===== config.mk =====
export PLATFORM = sky130hd
export DESIGN_NAME = generation_tagged_timer_pool_unit
export DESIGN_NICKNAME = d
export VERILOG_FILES = /design/src/sv/gttp_pkg.sv /design/src/sv/gttp_ram.sv /design/src/sv/gttp_rem.sv /design/src/sv/gttp_front.sv /design/src/sv/gttp_back.sv /design/src/sv/generation_tagged_timer_pool_unit.sv
export SDC_FILE = /design/constraint.sdc
export NUM_CORES = 2
export LEC_CHECK = 0
export ABC_AREA = 1
export BUFFER_PORTS_ARGS = -buffer_cell sky130_fd_sc_hd__buf_2
export CORE_MARGIN = 2
export CORE_UTILIZATION = 50
export DETAILED_ROUTE_END_ITERATION = 12
export GPL_ROUTABILITY_DRIVEN = 0
export PLACE_DENSITY = 0.66
export SLEW_MARGIN = 5
export SYNTH_ARGS = -nofsm -noshare
export SYNTH_HDL_FRONTEND = slang
export SYNTH_HIERARCHICAL = 1
export SYNTH_SLANG_ARGS = --single-unit

===== constraint.sdc =====
create_clock -name i_clk -period 9.5 [get_ports i_clk]
set_input_delay 1.425 -clock i_clk [delete_from_list [all_inputs] [get_ports i_clk]]
set_output_delay 1.425 -clock i_clk [all_outputs]
set_load 0.01 [all_outputs]

===== src/sv/gttp_pkg.sv =====
// shared types, constants and helpers of the generation tagged timer pool
package gttp_pkg;

    localparam int TIMER_SLOTS_DEF = 16;

    localparam int NOW_W  = 48;
    localparam int IVL_W  = 31;
    localparam int DUE_W  = 49;
    localparam int GEN_W  = 8;
    localparam int SLOT_W = 8;
    localparam int TID_W  = 16;
    localparam int MODE_W = 2;
    localparam int KIND_W = 2;

    localparam int S_TDATA_W = 96;
    localparam int M_TDATA_W = 24;

    // request modes on the input stream
    localparam logic [MODE_W-1:0] MODE_TICK       = 2'd0;
    localparam logic [MODE_W-1:0] MODE_CREATE     = 2'd1;
    localparam logic [MODE_W-1:0] MODE_CANCEL     = 2'd2;
    localparam logic [MODE_W-1:0] MODE_CANCEL_ALL = 2'd3;

    // result kinds on the output stream
    localparam logic [KIND_W-1:0] KIND_CREATED = 2'd0;
    localparam logic [KIND_W-1:0] KIND_FAILED  = 2'd1;
    localparam logic [KIND_W-1:0] KIND_EXPIRED = 2'd2;

    typedef enum logic [1:0] {
        OP_TICK,
        OP_CREATE,
        OP_CANCEL,
        OP_CANCEL_ALL
    } t_op;

    typedef struct packed {
        t_op              op;
        logic [NOW_W-1:0] now;
        logic [IVL_W-1:0] ivl;
        logic             per;
        logic [TID_W-1:0] tid;
    } t_cmd;

    typedef struct packed {
        logic [GEN_W-1:0] gen;
        logic             per;
        logic [IVL_W-1:0] ivl;
        logic [DUE_W-1:0] due;
    } t_entry;

    typedef struct packed {
        logic [KIND_W-1:0] kind;
        logic [TID_W-1:0]  tid;
        logic              per;
        logic              last;
    } t_result;

    typedef enum logic [3:0] {
        B_IDLE,
        B_TICK_CHK,
        B_TICK_EVAL,
        B_TICK_REM,
        B_TICK_WR,
        B_TICK_END,
        B_CRT_SCAN,
        B_CRT_WR,
        B_CRT_FAIL,
        B_CAN_RD,
        B_CAN_EVAL,
        B_CALL_CHK,
        B_CALL_WR
    } t_bstate;

    // next generation, wrapping past zero
    function automatic logic [GEN_W-1:0] next_gen(input logic [GEN_W-1:0] g);
        logic [GEN_W-1:0] n;
        n = g + GEN_W'(1);
        if (n == '0) begin
            n = GEN_W'(1);
        end
        return n;
    endfunction

endpackage


===== src/sv/gttp_ram.sv =====
// generic single write port ram with registered read
module gttp_ram #(
    parameter int WIDTH  = 8,
    parameter int DEPTH  = 16,
    parameter int ADDR_W = (DEPTH > 1) ? $clog2(DEPTH) : 1
) (
    input  logic              i_clk,
    input  logic              i_we,
    input  logic [ADDR_W-1:0] i_waddr,
    input  logic [WIDTH-1:0]  i_wdata,
    input  logic [ADDR_W-1:0] i_raddr,
    output logic [WIDTH-1:0]  o_rdata
);

    logic [WIDTH-1:0] r_mem [DEPTH];
    logic [WIDTH-1:0] r_rdata;

    // write port and registered read port
    always_ff @(posedge i_clk) begin
        if (i_we) begin
            r_mem[i_waddr] <= i_wdata;
        end
        r_rdata <= r_mem[i_raddr];
    end

    assign o_rdata = r_rdata;

endmodule


===== src/sv/gttp_rem.sv =====
// bit serial remainder unit, returns divisor minus remainder
module gttp_rem (
    input  logic                      i_clk,
    input  logic                      i_rst_n,
    input  logic                      i_start,
    input  logic [gttp_pkg::NOW_W-1:0] i_dividend,
    input  logic [gttp_pkg::IVL_W-1:0] i_divisor,
    output logic                      o_done,
    output logic [gttp_pkg::IVL_W-1:0] o_gap
);
    import gttp_pkg::*;

    localparam int CNT_W = $clog2(NOW_W + 1);

    logic             r_run;
    logic             r_done;
    logic [CNT_W-1:0] r_cnt;
    logic [NOW_W-1:0] r_dvd;
    logic [IVL_W-1:0] r_dvs;
    logic [IVL_W-1:0] r_rem;
    logic [IVL_W-1:0] r_gap;

    logic [IVL_W:0]   w_trial;
    logic [IVL_W-1:0] n_rem;

    // one restoring step per cycle, dividend msb first
    always_comb begin
        w_trial = {r_rem, r_dvd[NOW_W-1]};
        if (w_trial >= {1'b0, r_dvs}) begin
            n_rem = IVL_W'(w_trial - {1'b0, r_dvs});
        end else begin
            n_rem = IVL_W'(w_trial);
        end
    end

    // control
    always_ff @(posedge i_clk) begin
        if (!i_rst_n) begin
            r_run  <= 1'b0;
            r_done <= 1'b0;
            r_cnt  <= '0;
        end else begin
            r_done <= 1'b0;
            if (i_start) begin
                r_run <= 1'b1;
                r_cnt <= CNT_W'(NOW_W);
            end else if (r_run) begin
                r_cnt <= r_cnt - CNT_W'(1);
                if (r_cnt == CNT_W'(1)) begin
                    r_run  <= 1'b0;
                    r_done <= 1'b1;
                end
            end
        end
    end

    // datapath
    always_ff @(posedge i_clk) begin
        if (i_start) begin
            r_dvd <= i_dividend;
            r_dvs <= i_divisor;
            r_rem <= '0;
        end else if (r_run) begin
            r_dvd <= {r_dvd[NOW_W-2:0], 1'b0};
            r_rem <= n_rem;
            if (r_cnt == CNT_W'(1)) begin
                r_gap <= r_dvs - n_rem;
            end
        end
    end

    assign o_done = r_done;
    assign o_gap  = r_gap;

endmodule


===== src/sv/gttp_front.sv =====
// front part: request intake, classification and command queue
module gttp_front (
    input  logic                          i_clk,
    input  logic                          i_rst_n,
    input  logic                          i_s_tvalid,
    output logic                          o_s_tready,
    input  logic [gttp_pkg::S_TDATA_W-1:0] i_s_tdata,
    input  logic [gttp_pkg::MODE_W-1:0]    i_s_tuser,
    output gttp_pkg::t_cmd                o_cmd,
    output logic                          o_cmd_valid,
    input  logic                          i_cmd_pop
);
    import gttp_pkg::*;

    t_cmd       w_cmd;
    logic       w_push;
    t_cmd       r_q [2];
    logic       r_wr_ptr;
    logic       r_rd_ptr;
    logic [1:0] r_count;

    // decode mode and unpack fields
    always_comb begin
        w_cmd.now = i_s_tdata[47:0];
        w_cmd.ivl = i_s_tdata[78:48];
        w_cmd.per = i_s_tdata[79];
        w_cmd.tid = i_s_tdata[95:80];
        case (i_s_tuser)
            MODE_TICK:       w_cmd.op = OP_TICK;
            MODE_CREATE:     w_cmd.op = OP_CREATE;
            MODE_CANCEL:     w_cmd.op = OP_CANCEL;
            MODE_CANCEL_ALL: w_cmd.op = OP_CANCEL_ALL;
            default:         w_cmd.op = OP_TICK;
        endcase
    end

    assign o_s_tready  = (r_count != 2'd2);
    assign w_push      = i_s_tvalid && o_s_tready;
    assign o_cmd_valid = (r_count != 2'd0);
    assign o_cmd       = r_q[r_rd_ptr];

    // queue pointers and fill count
    always_ff @(posedge i_clk) begin
        if (!i_rst_n) begin
            r_wr_ptr <= 1'b0;
            r_rd_ptr <= 1'b0;
            r_count  <= 2'd0;
        end else begin
            if (w_push) begin
                r_wr_ptr <= ~r_wr_ptr;
            end
            if (i_cmd_pop) begin
                r_rd_ptr <= ~r_rd_ptr;
            end
            case ({w_push, i_cmd_pop})
                2'b10:   r_count <= r_count + 2'd1;
                2'b01:   r_count <= r_count - 2'd1;
                default: r_count <= r_count;
            endcase
        end
    end

    // queue storage
    always_ff @(posedge i_clk) begin
        if (w_push) begin
            r_q[r_wr_ptr] <= w_cmd;
        end
    end

endmodule


===== src/sv/gttp_back.sv =====
// back part: slot sequencer over the slot ram, remainder unit and result register
module gttp_back #(
    parameter int TIMER_SLOTS = gttp_pkg::TIMER_SLOTS_DEF
) (
    input  logic              i_clk,
    input  logic              i_rst_n,
    input  gttp_pkg::t_cmd    i_cmd,
    input  logic              i_cmd_valid,
    output logic              o_cmd_pop,
    output logic              o_m_tvalid,
    input  logic              i_m_tready,
    output gttp_pkg::t_result o_res
);
    import gttp_pkg::*;

    localparam int AW = (TIMER_SLOTS > 1) ? $clog2(TIMER_SLOTS) : 1;
    localparam int IW = $clog2(TIMER_SLOTS + 1);

    t_bstate                r_state, n_state;
    logic [IW-1:0]          r_idx, n_idx;
    logic [TIMER_SLOTS-1:0] r_busy, n_busy;
    logic [TIMER_SLOTS-1:0] r_gen_ok, n_gen_ok;
    logic                   r_pend_valid, n_pend_valid;
    logic [TID_W-1:0]       r_pend_tid, n_pend_tid;
    logic                   r_pend_per, n_pend_per;
    logic                   r_out_valid;
    t_result                r_out;
    t_cmd                   r_cmd;

    logic                   w_pop;
    logic                   w_emit;
    t_result                w_res;
    logic                   w_out_free;
    logic [AW-1:0]          w_slot;
    logic                   w_ram_we;
    t_entry                 w_wdata;
    t_entry                 w_rdata;
    logic                   w_rem_start;
    logic                   w_rem_done;
    logic [IVL_W-1:0]       w_rem_gap;
    logic [GEN_W-1:0]       w_gen_new;
    logic [SLOT_W-1:0]      w_can_slot;
    logic                   w_due_hit;

    assign w_slot     = r_idx[AW-1:0];
    assign w_out_free = !r_out_valid || i_m_tready;
    assign w_can_slot = i_cmd.tid[SLOT_W-1:0];
    assign w_due_hit  = ({1'b0, r_cmd.now} >= w_rdata.due);

    // slot entries: generation, periodic flag, interval, due time
    gttp_ram #(
        .WIDTH  ($bits(t_entry)),
        .DEPTH  (TIMER_SLOTS),
        .ADDR_W (AW)
    ) u_slot_ram (
        .i_clk   (i_clk),
        .i_we    (w_ram_we),
        .i_waddr (w_slot),
        .i_wdata (w_wdata),
        .i_raddr (w_slot),
        .o_rdata (w_rdata)
    );

    // catch-up of periodic due times
    gttp_rem u_rem (
        .i_clk      (i_clk),
        .i_rst_n    (i_rst_n),
        .i_start    (w_rem_start),
        .i_dividend (r_cmd.now - w_rdata.due[NOW_W-1:0]),
        .i_divisor  (w_rdata.ivl),
        .o_done     (w_rem_done),
        .o_gap      (w_rem_gap)
    );

    // sequencer next state and actions
    always_comb begin
        n_state      = r_state;
        n_idx        = r_idx;
        n_busy       = r_busy;
        n_gen_ok     = r_gen_ok;
        n_pend_valid = r_pend_valid;
        n_pend_tid   = r_pend_tid;
        n_pend_per   = r_pend_per;
        w_pop        = 1'b0;
        w_emit       = 1'b0;
        w_res        = '0;
        w_ram_we     = 1'b0;
        w_wdata      = w_rdata;
        w_rem_start  = 1'b0;
        w_gen_new    = next_gen(r_gen_ok[w_slot] ? w_rdata.gen : GEN_W'(0));

        case (r_state)
            B_IDLE: begin
                if (i_cmd_valid) begin
                    w_pop = 1'b1;
                    n_idx = '0;
                    case (i_cmd.op)
                        OP_TICK:   n_state = B_TICK_CHK;
                        OP_CREATE: begin
                            n_state = (i_cmd.ivl == '0) ? B_CRT_FAIL : B_CRT_SCAN;
                        end
                        OP_CANCEL: begin
                            if (i_cmd.tid != '0 && w_can_slot < SLOT_W'(TIMER_SLOTS)) begin
                                n_idx   = IW'(w_can_slot);
                                n_state = B_CAN_RD;
                            end
                        end
                        OP_CANCEL_ALL: n_state = B_CALL_CHK;
                        default:       n_state = B_IDLE;
                    endcase
                end
            end

            // tick: walk the slots in order
            B_TICK_CHK: begin
                if (r_idx == IW'(TIMER_SLOTS)) begin
                    n_state = B_TICK_END;
                end else if (r_busy[w_slot]) begin
                    n_state = B_TICK_EVAL;
                end else begin
                    n_idx = r_idx + IW'(1);
                end
            end

            B_TICK_EVAL: begin
                if (!w_due_hit) begin
                    n_idx   = r_idx + IW'(1);
                    n_state = B_TICK_CHK;
                end else if (!r_pend_valid || w_out_free) begin
                    // flush the previous expiry, hold this one back
                    if (r_pend_valid) begin
                        w_emit = 1'b1;
                        w_res  = '{kind: KIND_EXPIRED, tid: r_pend_tid,
                                   per: r_pend_per, last: 1'b0};
                    end
                    n_pend_valid = 1'b1;
                    n_pend_tid   = {w_rdata.gen, SLOT_W'(w_slot)};
                    n_pend_per   = w_rdata.per;
                    if (w_rdata.per) begin
                        w_rem_start = 1'b1;
                        n_state     = B_TICK_REM;
                    end else begin
                        n_busy[w_slot] = 1'b0;
                        n_idx          = r_idx + IW'(1);
                        n_state        = B_TICK_CHK;
                    end
                end
            end

            B_TICK_REM: begin
                if (w_rem_done) begin
                    n_state = B_TICK_WR;
                end
            end

            // due = now - ((now - due) mod interval) + interval
            B_TICK_WR: begin
                w_ram_we    = 1'b1;
                w_wdata.due = {1'b0, r_cmd.now} + DUE_W'(w_rem_gap);
                n_idx       = r_idx + IW'(1);
                n_state     = B_TICK_CHK;
            end

            B_TICK_END: begin
                if (!r_pend_valid) begin
                    n_state = B_IDLE;
                end else if (w_out_free) begin
                    w_emit       = 1'b1;
                    w_res        = '{kind: KIND_EXPIRED, tid: r_pend_tid,
                                     per: r_pend_per, last: 1'b1};
                    n_pend_valid = 1'b0;
                    n_state      = B_IDLE;
                end
            end

            // create: lowest free slot
            B_CRT_SCAN: begin
                if (r_idx == IW'(TIMER_SLOTS)) begin
                    n_state = B_CRT_FAIL;
                end else if (!r_busy[w_slot]) begin
                    n_state = B_CRT_WR;
                end else begin
                    n_idx = r_idx + IW'(1);
                end
            end

            B_CRT_WR: begin
                if (w_out_free) begin
                    w_ram_we         = 1'b1;
                    w_wdata.gen      = w_gen_new;
                    w_wdata.per      = r_cmd.per;
                    w_wdata.ivl      = r_cmd.ivl;
                    w_wdata.due      = {1'b0, r_cmd.now} + DUE_W'(r_cmd.ivl);
                    n_busy[w_slot]   = 1'b1;
                    n_gen_ok[w_slot] = 1'b1;
                    w_emit           = 1'b1;
                    w_res            = '{kind: KIND_CREATED,
                                         tid: {w_gen_new, SLOT_W'(w_slot)},
                                         per: r_cmd.per, last: 1'b1};
                    n_state          = B_IDLE;
                end
            end

            B_CRT_FAIL: begin
                if (w_out_free) begin
                    w_emit  = 1'b1;
                    w_res   = '{kind: KIND_FAILED, tid: '0, per: 1'b0, last: 1'b1};
                    n_state = B_IDLE;
                end
            end

            // cancel: free on matching generation
            B_CAN_RD: begin
                n_state = B_CAN_EVAL;
            end

            B_CAN_EVAL: begin
                if (r_busy[w_slot] && w_rdata.gen == r_cmd.tid[TID_W-1:SLOT_W]) begin
                    n_busy[w_slot] = 1'b0;
                end
                n_state = B_IDLE;
            end

            // cancel all: free busy slots and advance their generation
            B_CALL_CHK: begin
                if (r_idx == IW'(TIMER_SLOTS)) begin
                    n_state = B_IDLE;
                end else if (r_busy[w_slot]) begin
                    n_state = B_CALL_WR;
                end else begin
                    n_idx = r_idx + IW'(1);
                end
            end

            B_CALL_WR: begin
                w_ram_we       = 1'b1;
                w_wdata.gen    = next_gen(w_rdata.gen);
                n_busy[w_slot] = 1'b0;
                n_idx          = r_idx + IW'(1);
                n_state        = B_CALL_CHK;
            end

            default: n_state = B_IDLE;
        endcase
    end

    // control registers
    always_ff @(posedge i_clk) begin
        if (!i_rst_n) begin
            r_state      <= B_IDLE;
            r_idx        <= '0;
            r_busy       <= '0;
            r_gen_ok     <= '0;
            r_pend_valid <= 1'b0;
            r_out_valid  <= 1'b0;
        end else begin
            r_state      <= n_state;
            r_idx        <= n_idx;
            r_busy       <= n_busy;
            r_gen_ok     <= n_gen_ok;
            r_pend_valid <= n_pend_valid;
            if (w_emit) begin
                r_out_valid <= 1'b1;
            end else if (i_m_tready) begin
                r_out_valid <= 1'b0;
            end
        end
    end

    // payload registers
    always_ff @(posedge i_clk) begin
        r_pend_tid <= n_pend_tid;
        r_pend_per <= n_pend_per;
        if (w_pop) begin
            r_cmd <= i_cmd;
        end
        if (w_emit) begin
            r_out <= w_res;
        end
    end

    assign o_cmd_pop  = w_pop;
    assign o_m_tvalid = r_out_valid;
    assign o_res      = r_out;

endmodule


===== src/sv/generation_tagged_timer_pool_unit.sv =====
// Top level of the generation tagged timer pool.
// Tick: visits every slot in order and evaluates each busy one; a periodic expiry
//   also runs the 48-step bit serial remainder unit for the due time catch-up.
// Create: scans for the lowest free slot, one slot tested per cycle; cancel reads
//   only its own slot; cancel all visits every slot. A 2-entry queue takes
//   requests while the slot sequencer works. Synchronous reset frees all slots
//   and zeroes generations at once, no clearing pass.
module generation_tagged_timer_pool_unit #(
    parameter int TIMER_SLOTS = gttp_pkg::TIMER_SLOTS_DEF
) (
    input  logic                          i_clk,
    input  logic                          i_rst_n,
    input  logic                          i_s_tvalid,
    output logic                          o_s_tready,
    // now_ms[47:0], delay_ms[78:48], periodic[79], timer_id[95:80]
    input  logic [gttp_pkg::S_TDATA_W-1:0] i_s_tdata,
    // mode[1:0]
    input  logic [gttp_pkg::MODE_W-1:0]    i_s_tuser,
    output logic                          o_m_tvalid,
    input  logic                          i_m_tready,
    // timer_id_res[15:0], periodic_res[16], zero fill [23:17]
    output logic [gttp_pkg::M_TDATA_W-1:0] o_m_tdata,
    // kind[1:0]
    output logic [gttp_pkg::KIND_W-1:0]    o_m_tuser,
    output logic                          o_m_tlast
);
    import gttp_pkg::*;

    t_cmd    w_cmd;
    logic    w_cmd_valid;
    logic    w_cmd_pop;
    t_result w_res;

    // request intake and queue
    gttp_front u_front (
        .i_clk       (i_clk),
        .i_rst_n     (i_rst_n),
        .i_s_tvalid  (i_s_tvalid),
        .o_s_tready  (o_s_tready),
        .i_s_tdata   (i_s_tdata),
        .i_s_tuser   (i_s_tuser),
        .o_cmd       (w_cmd),
        .o_cmd_valid (w_cmd_valid),
        .i_cmd_pop   (w_cmd_pop)
    );

    // slot sequencer
    gttp_back #(
        .TIMER_SLOTS (TIMER_SLOTS)
    ) u_back (
        .i_clk       (i_clk),
        .i_rst_n     (i_rst_n),
        .i_cmd       (w_cmd),
        .i_cmd_valid (w_cmd_valid),
        .o_cmd_pop   (w_cmd_pop),
        .o_m_tvalid  (o_m_tvalid),
        .i_m_tready  (i_m_tready),
        .o_res       (w_res)
    );

    // result packing
    assign o_m_tdata = {(M_TDATA_W - TID_W - 1)'(0), w_res.per, w_res.tid};
    assign o_m_tuser = w_res.kind;
    assign o_m_tlast = w_res.last;

endmodule

==> summary by stage <==
Critical path
The data arrival time at the worst-slack endpoint is 5670 ps. The category of the worst setup path launch point is a flip-flop. STA puts the critical path data required time at 9970 ps.

By startpoint and endpoint, the worst setup path is classified as reg2reg. Along the worst path, the maximum fanout reaches 38. The worst setup path is captured at a flip-flop.

Floorplanning
The effective utilization at floorplan is 50.22%. The number of rows created at floorplan is 161. The vertical die dimension is 443.1 um.

The I/O pin count is 131. The die extent in x is 443.1 um. The area enclosed by the die boundary is 196400 sq um.

After floorplanning, the core was sized to cover 192000 sq um.

STA
The final clock period utilization by the worst path is 54.72%. The number of pins with negative max-slew slack in the final report is 0. Setup repair after global routing left no endpoint under its margin. Based on the critical path, the design can be clocked at up to 0.1924 GHz. Setup violations remaining at the end of the flow were counted as 0. The worst path needs 5198 ps of the cycle, external delays included.

The number of endpoints with negative hold slack in the final report came to 0. The clock skew after layout is 27.87 ps. The final setup TNS is 0 ps. The worst-margin pin slew is 1401 ps.

The worst pin sits at a relative slew slack of 6.534%.

Final layout
For this run, the post-layout net count is 10.42k. The footprint of the multi-input gates is 29590 sq um. The most frequent standard cell in the layout excluding fill and tap cells is sky130_fd_sc_hd__nand2_1. The filler cell count is 16.38k. Cells with a size suffix above 1 make up 7.508% of the layout. The top cell types in the final layout, fill and taps aside, are sky130_fd_sc_hd__nand2_1, sky130_fd_sc_hd__edfxtp_1, sky130_fd_sc_hd__inv_1, sky130_fd_sc_hd__nand3_1, sky130_fd_sc_hd__nor2_1.

The sequential cell area is 59010 sq um. Once layout is complete, the utilization of the core stands at 55.05%. The finished layout holds 12.84k standard cells, fillers aside. Relative to the synthesized area, the layout overhead comes to 9.609%.

Yosys
Sequential cells were found to cover 61.18% of the synthesized design area. The number of synthesized flops with an enable pin is 1847. The cell area after synthesis is 96420 sq um. The average instance in the mapped netlist occupies 9.550 sq um. The commonest register cell after synthesis is sky130_fd_sc_hd__edfxtp_1.

The number of library cell types mapped by synthesis is 69. The flip-flop and latch count after synthesis is 2023. During synthesis, Yosys emitted a total of 6 warnings. After technology mapping, the gate count stands at 10.10k. Of all flip-flops after synthesis, the portion carrying an async set or reset was 0%.

CTS
CTS placed an instance of sky130_fd_sc_hd__clkbuf_16 at the clock tree root. The maximum root-to-sink buffer count is 3. The number of CTS-inserted buffers is 197. The hold buffer count at CTS is 0. Clock-pin slew was measured on the worst setup and hold paths at 60 ps. The number of sinks on the clock net is 2023.

The TritonCTS clock tree is yes. The total number of H-tree levels is 4. The post-cts repair resize count is 0. In this run the post-CTS setup repair buffer count came out at 0. The clock latency of the later-clocked register in the worst-skew pair is 850 ps.

Global routing
The maximum number of pins on one net before global-route repair is 229. After global routing the overflow that remains totals 0. Global routing consumed, over all layers together, 27.23% of the routing resources. The via count of the first global-routing pass is 67.07k. The number of antenna violations at the first check in global routing is 11. The first global-routing pass estimated 408.0 mm of wire.

Hold path
In this run the worst hold path is classified as reg2reg.

Placed design
The count of buffers inserted at the top-level ports is 119. The final HPWL from detailed placement is 174.0 mm. Including well taps, the total number of placed cells is 12.46k.

Flow run
The number of max-capacitance violations reported is 0.

Routing
The final route contains 70.70k vias. In this run the remaining antenna-violating nets after routing total 0. The initial DRC count is 8242.

The via density per instance is 5.507. In the routed design, unresolved DRC markers number 0. The number of iterations in the first detailed-routing pass is 8. In the final routed layout, each cell accounts on average for 21.24 um. The routed design has 272.7 mm of wire.

Pwr
The leakage power total is 0.04469 uW. In this run the power density over the cells is 322.9 nW/um^2. The worst voltage drop across the vdd grid is 0.2176 mV.

Status
The flow ran to the end, and the final reports show no timing, DRC or antenna violations.
## critical path: stages (launching register included)
cell                      delay, ps
sky130_fd_sc_hd__dfxtp_1        390
sky130_fd_sc_hd__inv_2           80
sky130_fd_sc_hd__nor2_2         140
sky130_fd_sc_hd__inv_2           70
sky130_fd_sc_hd__nor2_2         770
sky130_fd_sc_hd__inv_2          130
sky130_fd_sc_hd__nor2_4         150
sky130_fd_sc_hd__inv_2           40
sky130_fd_sc_hd__buf_4          240
sky130_fd_sc_hd__nand2_1        280
sky130_fd_sc_hd__nand3_1        350
sky130_fd_sc_hd__nor2_4         800
sky130_fd_sc_hd__buf_4          730
sky130_fd_sc_hd__buf_4          580
## synthesized netlist by cell type (6+ instances only)
cell type | number | area [sq um]
sky130_fd_sc_hd__nand2_1 | 3025 | 11350
sky130_fd_sc_hd__edfxtp_1 | 1847 | 55460
sky130_fd_sc_hd__inv_1 | 1600 | 6006
sky130_fd_sc_hd__nand3_1 | 1283 | 6421
sky130_fd_sc_hd__nor2_1 | 431 | 1618
sky130_fd_sc_hd__a21oi_1 | 292 | 1461
sky130_fd_sc_hd__o21ai_0 | 228 | 1141
sky130_fd_sc_hd__buf_2 | 215 | 1076
sky130_fd_sc_hd__ha_1 | 180 | 2252
sky130_fd_sc_hd__dfxtp_1 | 176 | 3523
sky130_fd_sc_hd__mux2_2 | 78 | 878.3
sky130_fd_sc_hd__clkbuf_1 | 74 | 277.8
sky130_fd_sc_hd__nand4_1 | 63 | 394.1
sky130_fd_sc_hd__xor2_1 | 62 | 543.0
sky130_fd_sc_hd__buf_4 | 52 | 390.4
sky130_fd_sc_hd__nor3_1 | 45 | 225.2
sky130_fd_sc_hd__xnor2_1 | 37 | 324.1
sky130_fd_sc_hd__buf_1 | 33 | 123.9
sky130_fd_sc_hd__inv_2 | 31 | 116.4
sky130_fd_sc_hd__nand2_2 | 25 | 156.4
sky130_fd_sc_hd__nand3_2 | 22 | 220.2
sky130_fd_sc_hd__o211ai_1 | 21 | 157.7
sky130_fd_sc_hd__o21bai_1 | 21 | 157.7
sky130_fd_sc_hd__mux2_4 | 20 | 300.3
sky130_fd_sc_hd__o22ai_1 | 20 | 125.1
sky130_fd_sc_hd__nor4_1 | 18 | 112.6
sky130_fd_sc_hd__o21ai_1 | 18 | 90.09
sky130_fd_sc_hd__a21o_1 | 17 | 127.6
sky130_fd_sc_hd__nor2_2 | 17 | 106.4
sky130_fd_sc_hd__o221ai_1 | 15 | 131.4
sky130_fd_sc_hd__a31oi_1 | 14 | 87.58
sky130_fd_sc_hd__or2_2 | 10 | 62.56
sky130_fd_sc_hd__nand3b_1 | 9 | 67.56
sky130_fd_sc_hd__o21a_1 | 9 | 67.56
sky130_fd_sc_hd__a21boi_0 | 8 | 60.06
sky130_fd_sc_hd__and3_1 | 8 | 50.05
sky130_fd_sc_hd__o2111ai_1 | 8 | 70.07
sky130_fd_sc_hd__nor2_4 | 7 | 78.83
sky130_fd_sc_hd__buf_6 | 6 | 67.56
## flip-flops by register name, summed over array words and instances (netlist names), 2 cells and up, named ones only
name / flops
u_back/o_res: 16
u_back/r_cmd: 88
u_back/r_gen_ok: 16
u_back/r_idx: 5
u_back/r_pend_tid: 12
u_back/r_state: 4
u_back/u_rem/o_gap: 31
u_back/u_rem/r_cnt: 6
u_back/u_rem/r_dvd: 48
u_back/u_rem/r_dvs: 31
u_back/u_rem/r_rem: 31
u_back/u_slot_ram/o_rdata: 89
u_back/u_slot_ram/r_mem: 1424
u_front/r_count: 2
u_front/r_q: 196
## area by class of cell
cell class                      count  area share (%)
Sequential cell                  2023           55.83
Clock buffer                      272           5.181
Inverter                         1634           5.828
Multi-Input combinational cell   6066           28.00
Clock inverter                    100          0.8548
Antenna cell                        3        0.007103
Timing Repair Buffer              214           1.305
Tap cell                         2526           2.991
## where the power goes
group          leakage [uW]  switching [uW]  total [uW]  internal [uW]
combinational        0.0234            9630       13400           3760
sequential           0.0182            1130       13000          11900
clock               0.00311            3380        7700           4320
## per-stage QoR
stage | worst slack (ps) | total power (uW) | hold WS (ps) | area (sq um)
final | 4302 | 34130 | 433.6 | 105700
after CTS | 4378 | 33850 | 433.1 | 105600
after global placement | 4333 | 25960 | 415.7 | 99180
after detailed placement | 4269 | 26130 | 413.6 | 99250
after floorplan | 2602 | 21590 | 402.9 | 96450
after global routing | 3986 | 35800 | 448.2 | 105700
## routing by layer
| metal | part of all wire, % | track usage, % | vias up |
|---|---|---|---|
| li1 | - | - | 33200 |
| met1 | 40 | 35.73 | 33600 |
| met2 | 46 | 43.97 | 3200 |
| met3 | 8.4 | 4.710 | 674 |
| met4 | 5.3 | 13.12 | 18 |
| met5 | 0.047 | 0 | - |
## cell families (layout without fill, tap and decap cells)
kind of cell / Yosys count / in the layout / share of synthesized area, %
buf+inv: 2016 / 2220 / 8.406
simple gates: 4976 / 4976 / 21.78
other cells: 2 / 14 / 0.007789
flops: 2023 / 2023 / 61.18
mux: 98 / 98 / 1.222
xor+xnor: 99 / 99 / 0.8993
fa+ha+maj: 185 / 185 / 2.440
compound gates: 697 / 697 / 4.066
## final timing paths
kind	startpoint	endpoint	slack (ps)	cells past startpoint
worst max-delay path	u_back/r_state[2]$_SDFFE_PN0P_	u_back/u_slot_ram/r_mem[15][46]$_DFFE_PP_	4300	13
worst max register to register	u_back/r_state[2]$_SDFFE_PN0P_	u_back/u_slot_ram/r_mem[15][46]$_DFFE_PP_	4300	13
worst min-delay path	u_back/u_slot_ram/o_rdata[77]$_DFF_P_	u_back/u_rem/r_dvs[28]$_DFFE_PP_	430	0
worst min register to register	u_back/u_slot_ram/o_rdata[77]$_DFF_P_	u_back/u_rem/r_dvs[28]$_DFFE_PP_	430	0
Power figures use the tool's default switching activity.
